File: src/ray_sphere_intersect_defines.svh
// Assertion macros for the ray/sphere intersection block.
// Included by the RTL files that carry concurrent checks; needs clk and arst_n in scope.
`ifndef RAY_SPHERE_INTERSECT_DEFINES_SVH
`define RAY_SPHERE_INTERSECT_DEFINES_SVH
`ifndef ASSERT_OFF
`define RSI_CHECK(lbl, prop) \
	lbl: assert property (@(posedge clk) disable iff (!arst_n) prop) \
		else $error("rsi check failed");
`define RSI_NEVER(lbl, expr) \
	lbl: assert property (@(posedge clk) disable iff (!arst_n) !(expr)) \
		else $error("rsi forbidden condition seen");
`else
`define RSI_CHECK(lbl, prop)
`define RSI_NEVER(lbl, expr)
`endif
`endif

File: src/rsi_pkg.sv
// Shared types, constants and fixed-point helpers for the ray/sphere intersection block.
// No dependencies; imported by every module of the block.
package rsi_pkg;

	localparam int WORD_W      = 32;
	localparam int FRAC        = 16;
	localparam int NUM_W       = WORD_W + FRAC;
	localparam int DEN_W       = WORD_W - 1;
	localparam int ROOT_W      = NUM_W / 2;
	localparam int SQ_REM_W    = ROOT_W + 4;
	localparam int DIV_STAGES  = NUM_W;
	localparam int SQRT_STAGES = ROOT_W;
	localparam int NRM_W       = FRAC + 2;
	localparam int IN_W        = 8 * WORD_W;
	localparam int OUT_W       = 200;

	localparam logic [2:0] REG_CX  = 3'd0;
	localparam logic [2:0] REG_CY  = 3'd1;
	localparam logic [2:0] REG_CZ  = 3'd2;
	localparam logic [2:0] REG_RAD = 3'd3;
	localparam logic [2:0] REG_MAT = 3'd4;

	typedef logic signed [WORD_W-1:0] word_t;
	typedef logic signed [NRM_W-1:0]  nrm_t;

	localparam word_t WMAX   = 32'sh7fff_ffff;
	localparam word_t WMIN   = 32'sh8000_0000;
	localparam word_t ONE_FX = 32'sd65536;

	// Ray as it arrives on the input bus, origin_x in the lowest bits.
	typedef struct packed {
		word_t       far_lim;
		word_t       near_lim;
		word_t [2:0] dir;
		word_t [2:0] org;
	} ray_t;

	function automatic word_t sadd(word_t a, word_t b);
		logic signed [WORD_W:0] s;
		s = {a[WORD_W-1], a} + {b[WORD_W-1], b};
		if (s[WORD_W] != s[WORD_W-1])
			return s[WORD_W] ? WMIN : WMAX;
		return s[WORD_W-1:0];
	endfunction

	function automatic word_t ssub(word_t a, word_t b);
		logic signed [WORD_W:0] s;
		s = {a[WORD_W-1], a} - {b[WORD_W-1], b};
		if (s[WORD_W] != s[WORD_W-1])
			return s[WORD_W] ? WMIN : WMAX;
		return s[WORD_W-1:0];
	endfunction

	function automatic logic [WORD_W-1:0] mag32(word_t x);
		return x[WORD_W-1] ? (~x + 32'd1) : x;
	endfunction

	// Applies a sign to a truncated magnitude and saturates to the word range.
	function automatic word_t sat_mag(logic neg, logic [NUM_W-1:0] m);
		if (neg) begin
			if (m > 48'h0000_8000_0000)
				return WMIN;
			return word_t'(~m[WORD_W-1:0] + 32'd1);
		end
		if (m > 48'h0000_7fff_ffff)
			return WMAX;
		return word_t'(m[WORD_W-1:0]);
	endfunction

	// Scales a full product back to Q16.16, truncating the magnitude.
	function automatic word_t fmul_fin(logic signed [63:0] p);
		logic [63:0] m;
		m = p[63] ? 64'(-p) : 64'(p);
		return sat_mag(p[63], m[63:FRAC]);
	endfunction

	function automatic nrm_t clamp_nrm(word_t q);
		if (q > ONE_FX)
			return nrm_t'(18'sd65536);
		if (q < -ONE_FX)
			return nrm_t'(18'sh30000);
		return q[NRM_W-1:0];
	endfunction

endpackage

File: src/rsi_sqrt.sv
// Pipelined digit-by-digit integer square root, one root bit per stage.
// Depends on rsi_pkg; root = floor(sqrt(rad)).
module rsi_sqrt import rsi_pkg::*; (
	input  logic              clk,
	input  logic              en,
	input  logic [NUM_W-1:0]  rad,
	output logic [ROOT_W-1:0] root
);

	logic [SQ_REM_W-1:0] rem_q  [SQRT_STAGES];
	logic [ROOT_W-1:0]   root_q [SQRT_STAGES];
	logic [NUM_W-1:0]    num_q  [SQRT_STAGES];
	logic [SQ_REM_W-1:0] rem_d  [SQRT_STAGES];
	logic [ROOT_W-1:0]   root_d [SQRT_STAGES];
	logic [NUM_W-1:0]    num_d  [SQRT_STAGES];

	// Each stage brings down two radicand bits and tries the next root bit.
	always_comb begin
		logic [SQ_REM_W-1:0] cur;
		logic [SQ_REM_W-1:0] trial;
		logic [SQ_REM_W-1:0] pr;
		logic [ROOT_W-1:0]   pq;
		logic [NUM_W-1:0]    pn;
		for (int k = 0; k < SQRT_STAGES; k++) begin
			if (k == 0) begin
				pr = '0;
				pq = '0;
				pn = rad;
			end else begin
				pr = rem_q[k-1];
				pq = root_q[k-1];
				pn = num_q[k-1];
			end
			cur   = {pr[SQ_REM_W-3:0], pn[NUM_W-1:NUM_W-2]};
			trial = SQ_REM_W'({pq, 2'b01});
			if (cur >= trial) begin
				rem_d[k]  = cur - trial;
				root_d[k] = {pq[ROOT_W-2:0], 1'b1};
			end else begin
				rem_d[k]  = cur;
				root_d[k] = {pq[ROOT_W-2:0], 1'b0};
			end
			num_d[k] = {pn[NUM_W-3:0], 2'b00};
		end
	end

	always_ff @(posedge clk) begin
		if (en) begin
			for (int k = 0; k < SQRT_STAGES; k++) begin
				rem_q[k]  <= rem_d[k];
				root_q[k] <= root_d[k];
				num_q[k]  <= num_d[k];
			end
		end
	end

	assign root = root_q[SQRT_STAGES-1];

endmodule

File: config.mk
export PLATFORM = sky130hd
export DESIGN_NAME = rsi_sqrt
export DESIGN_NICKNAME = d
export VERILOG_FILES = /design/src/ray_sphere_intersect_defines.svh /design/src/rsi_pkg.sv /design/src/rsi_sqrt.sv
export SDC_FILE = /design/constraint.sdc
export NUM_CORES = 2
export LEC_CHECK = 0
export BUFFER_PORTS_ARGS = -buffer_cell sky130_fd_sc_hd__buf_2
export CORE_MARGIN = 2
export CORE_UTILIZATION = 60
export CTS_BUF_LIST = sky130_fd_sc_hd__clkbuf_16
export CTS_CLUSTER_DIAMETER = 30
export DETAILED_ROUTE_END_ITERATION = 7
export PLACE_DENSITY_LB_ADDON = 0.12
export SYNTH_ARGS = -nofsm -noshare
export SYNTH_HDL_FRONTEND = slang
export SYNTH_SLANG_ARGS = --single-unit
File: constraint.sdc
create_clock -name clk -period 4.2 [get_ports clk]
set_clock_uncertainty 0.05 [all_clocks]
set_input_delay 0.84 -clock clk [delete_from_list [all_inputs] [get_ports clk]]
set_output_delay 0.84 -clock clk [all_outputs]
set_load 0.02 [all_outputs]
Word level (Yosys, flattened, before mapping)
Memories as Yosys holds them, arrays and structs flattened.
Cells that the tools add are included.
{"block": "op_classes", "magnitude_cmp": 24, "muxes": 50, "add_sub_neg": 24}
{"operator": "$mux 28", "count": 24}
{"operator": "$ge 28x26->1", "count": 23}
{"operator": "$sub 28x26->28", "count": 23}
{"operator": "$mux 1", "count": 26}
{"operator": "$sub 2x1->3 const B", "count": 1}
{"operator": "$ge 2x1->1 const B", "count": 1}
{"block": "word_totals", "mem_count": 3, "mem_bits_rw": 2352, "ff_bits": 0, "input_bits": 50}
{"name": "num_q", "words": 24, "width": 46, "rd": 23, "rd_ports_with_merged_regs": 0, "write_ports": 24, "line": "rsi_sqrt.sv:12", "rtl": "logic [NUM_W-1:0] num_q [SQRT_STAGES];"}
{"name": "rem_q", "words": 24, "width": 28, "rd": 23, "rd_ports_with_merged_regs": 0, "write_ports": 24, "line": "rsi_sqrt.sv:10", "rtl": "logic [SQ_REM_W-1:0] rem_q [SQRT_STAGES];"}
{"name": "root_q", "words": 24, "width": 24, "rd": 24, "rd_ports_with_merged_regs": 0, "write_ports": 24, "line": "rsi_sqrt.sv:11", "rtl": "logic [ROOT_W-1:0] root_q [SQRT_STAGES];"}

Longest topological paths before layout
An unclocked memory read counts as a cell.
{"block": "depth", "word_depth": 3, "mapped_depth": 13}

Worst setup path after synthesis
OpenSTA, ideal clock, no wires.
{"block": "synth_path", "path_type": "reg2reg", "start": "mem rem_q[2][96] in the netlist's numbering", "end": "mem rem_q[2][131] in the netlist's numbering (data pin)", "t_required_ns": 3.890, "synth_period_minus_slack_ns": 3.154, "path_slack_ns": 1.046, "stages_incl_launch_ff": 10, "arrival_ns": 2.844, "setup_ns": 0.260, "path_cell_list": "edfxtp_1 > ha_1 > a21o_1 > a211oi_1 > o21ai_0 > a2111o_1 > a21oi_2 > clkinv_1 > clkbuf_1 > mux2_2"}
{"item": "start, declared", "line": "rsi_sqrt.sv:10"}

==> out/metrics.cfg <==
[clock_tree]
cts_setup_buffers=0
insertion_delay_ns=0.88
clk_pin_slew_ns=0.05
cts.hold.buffers_added=0
cts_sinks=1415
numCtsBuffers=293
htreeDepth=5
cts_resized=0
tritoncts=built
root_buffer=clkbuf_16
clockBufferDepth=4

[power_and_ir_drop]
power_leakage_nw=30.4
p_per_area_nw_per_um2=606
peakVddDrop_mv=0.505

[yosys]
synth_edf_count=1415
syn-num-nets=5486
syn_avg_cell_area_um2=12.9
yosys_register_bits=1415
post-synth-top-count-cell=edfxtp_1
ys_warn_count=0
synth_area_leaders=edfxtp_1 64%, ha_1 6.2%, xor2_1 3.1%
ys_top_cells_by_count=1415 x edfxtp_1, 420 x inv_1, 375 x nand2_1, 326 x ha_1, 295 x nor2_1
synthFlopType=edfxtp_1
syn-cell-area_um2=65900
synth_cell_type_count=91
syn_inst=5110
async_flop_share_pct=0
synth_top_cell_by_area=edfxtp_1
ys_seq_area_share_pct=64.5
yosysTopAreaCellShare_pct=64.5

[cells_and_area]
finalNonFillerCells=7094
multi_input_area_um2=21500
postLayoutCellArea_um2=77900
syn_to_final_growth_pct=18.2
nets=5837
register_area_um2=42500
nFillCells=7112
final_layout_size_suffix_gt1_share_pct=12.5

[floorplanning]
core_um2=109000
die_h_um=335
rows=121
die_x_um=335
ioPinCount=74
initial_core_util_pct=60.6
fp.dieArea_um2=113000

[setup_path]
path_buf_inv=1
rrSetupSlack_ns=0.43
cp_slowest_cell=nor2_1
worstPathRequired_ns=4.74
end_kind=flop
critPathMaxStageDelay_ns=0.62
critPathArrivalTime_ns=4.32
startpoint_type=flop
critPathMaxFanout=4
cp_top_family=simple AND/OR/NAND/NOR gates
cp_cell_sequence=ha_1 > nand3_1 > nor2_1 > nand4_1 > nand4_1 > nand2_1 > a2111oi_0 > buf_4 > nand2_1 > xnor2_1
critPathKind=reg -> reg

[global_routing]
first_global_vias=40862
grt_pass1_wl_um=217000
antenna_found_initial=11
gr-total-overflow=0
track_usage_pct=24.7
grt_max_degree=109

[timing]
final_hold_viol_count=0
whs_ns=0.0832
rsz0062_at_grt=no
fin_crit_ns=3.77
final_max_slew_viol_count=0
max_slew.worst_pin.slew_ns=1.04
fin_setup_tns_ns=0
worst_slack_ns=0.426
fmax_ghz=0.265
fin_crit_sh_pct=89.9
setup_viol=0
relSlewSlack_pct=30.2

[place]
place_inst=6580
gp_congestion=0.902
placed_area_um2=68500
port_buffers=73
place_hpwl_um=95900
pre_cts_slack_ns=0.590

[detailed_routing]
drt-total-wl_um=139000
viasPerCell=5.72
met2_length_um=75500
routedWlPerCell_um=19.6
vias=40561
postRouteAntennaNets=0
met1_length_um=52700
firstDrtPassIters=8
drc=0
wl_met3_um=4660
drt_iter0_drc=2637
top_layer_used=met4

[job]
cap_violations=0

[status]
status=complete, no violations

[worst_hold_path]
min_path_type=in -> reg

[metal layers]
metal	vias to the layer above	GRT usage, %
met1	19506	27.0
met2	965	46.4
li1	19739	-
met3	351	3.66
met5	-	0
met4	0	12.7
[sequential cells by signal, summed over array words and instances (netlist names)]
signal / flops
rem_q: 563
num_q: 552
root_q: 300
[cells in the final DEF (no fill, tap or decap), types with 30 or more instances in the layout]
master / n
edfxtp_1: 1415
inv_1: 444
nand2_1: 375
ha_1: 326
clkbuf_16: 298
nor2_1: 293
o21ai_0: 282
a21oi_1: 279
xor2_1: 233
xnor2_1: 225
nor3_1: 142
a21o_1: 106
nor4_1: 88
nand3_1: 86
buf_2: 72
o21a_1: 64
buf_4: 60
nand4_1: 56
nand2b_1: 50
nor2b_1: 48
or3_1: 42
clkinv_2: 40
o31ai_1: 38
inv_6: 33
mux2_2: 32
clkinvlp_4: 32
or2_2: 31
clkinv_1: 30
[through the flow]
step | utilization, % | total power [mW]
after floorplan | - | 23.6
after global placement | 63.0 | 25.7
after detailed placement | 63.0 | 25.8
after CTS | 71.5 | 47.5
after global routing | 71.5 | 49.1
final | 71.5 | 47.2
[power breakdown]
group	internal, mW	total, mW	switching, mW
Sequential	17.7	18.9	1.13
Combinational	2.83	6.81	3.98
Clock	14.2	21.5	7.34
[path summary, 6_finish.rpt]
kind | startpoint | to | depth (start not counted)
min | rad[44] | num_q[0][44] | 1
max reg2reg | rem_q[1][122] | rem_q[1][160] | 10
min reg2reg | num_q[1][88] | num_q[1][136] | 0
max | rem_q[1][122] | rem_q[1][160] | 10
[cell families (layout without fill, tap and decap cells)]
logic type | after synthesis | count (layout) | share of synthesized area [%]
fa+ha+maj | 326 | 326 | 6.19
simple gates | 1362 | 1362 | 10.3
mux | 37 | 37 | 0.623
buf+inv | 520 | 1084 | 3.00
xor+xnor | 458 | 458 | 6.09
compound gates | 991 | 991 | 9.31
flops | 1415 | 1415 | 64.5
other cells | 1 | 7 | 0.00569
[cell type report]
cell class                 count  share of cell area (%)
sequential                  1415                    54.6
multi-input combinational   3175                    27.6
clock buffer                 298                    9.57
clock inverter               210                    2.40
tap                         1414                    2.27
inverter                     423                    2.04
timing repair buffer         153                    1.58
antenna                        6                  0.0193
Note: power is estimated with default switching activity, not from simulation.
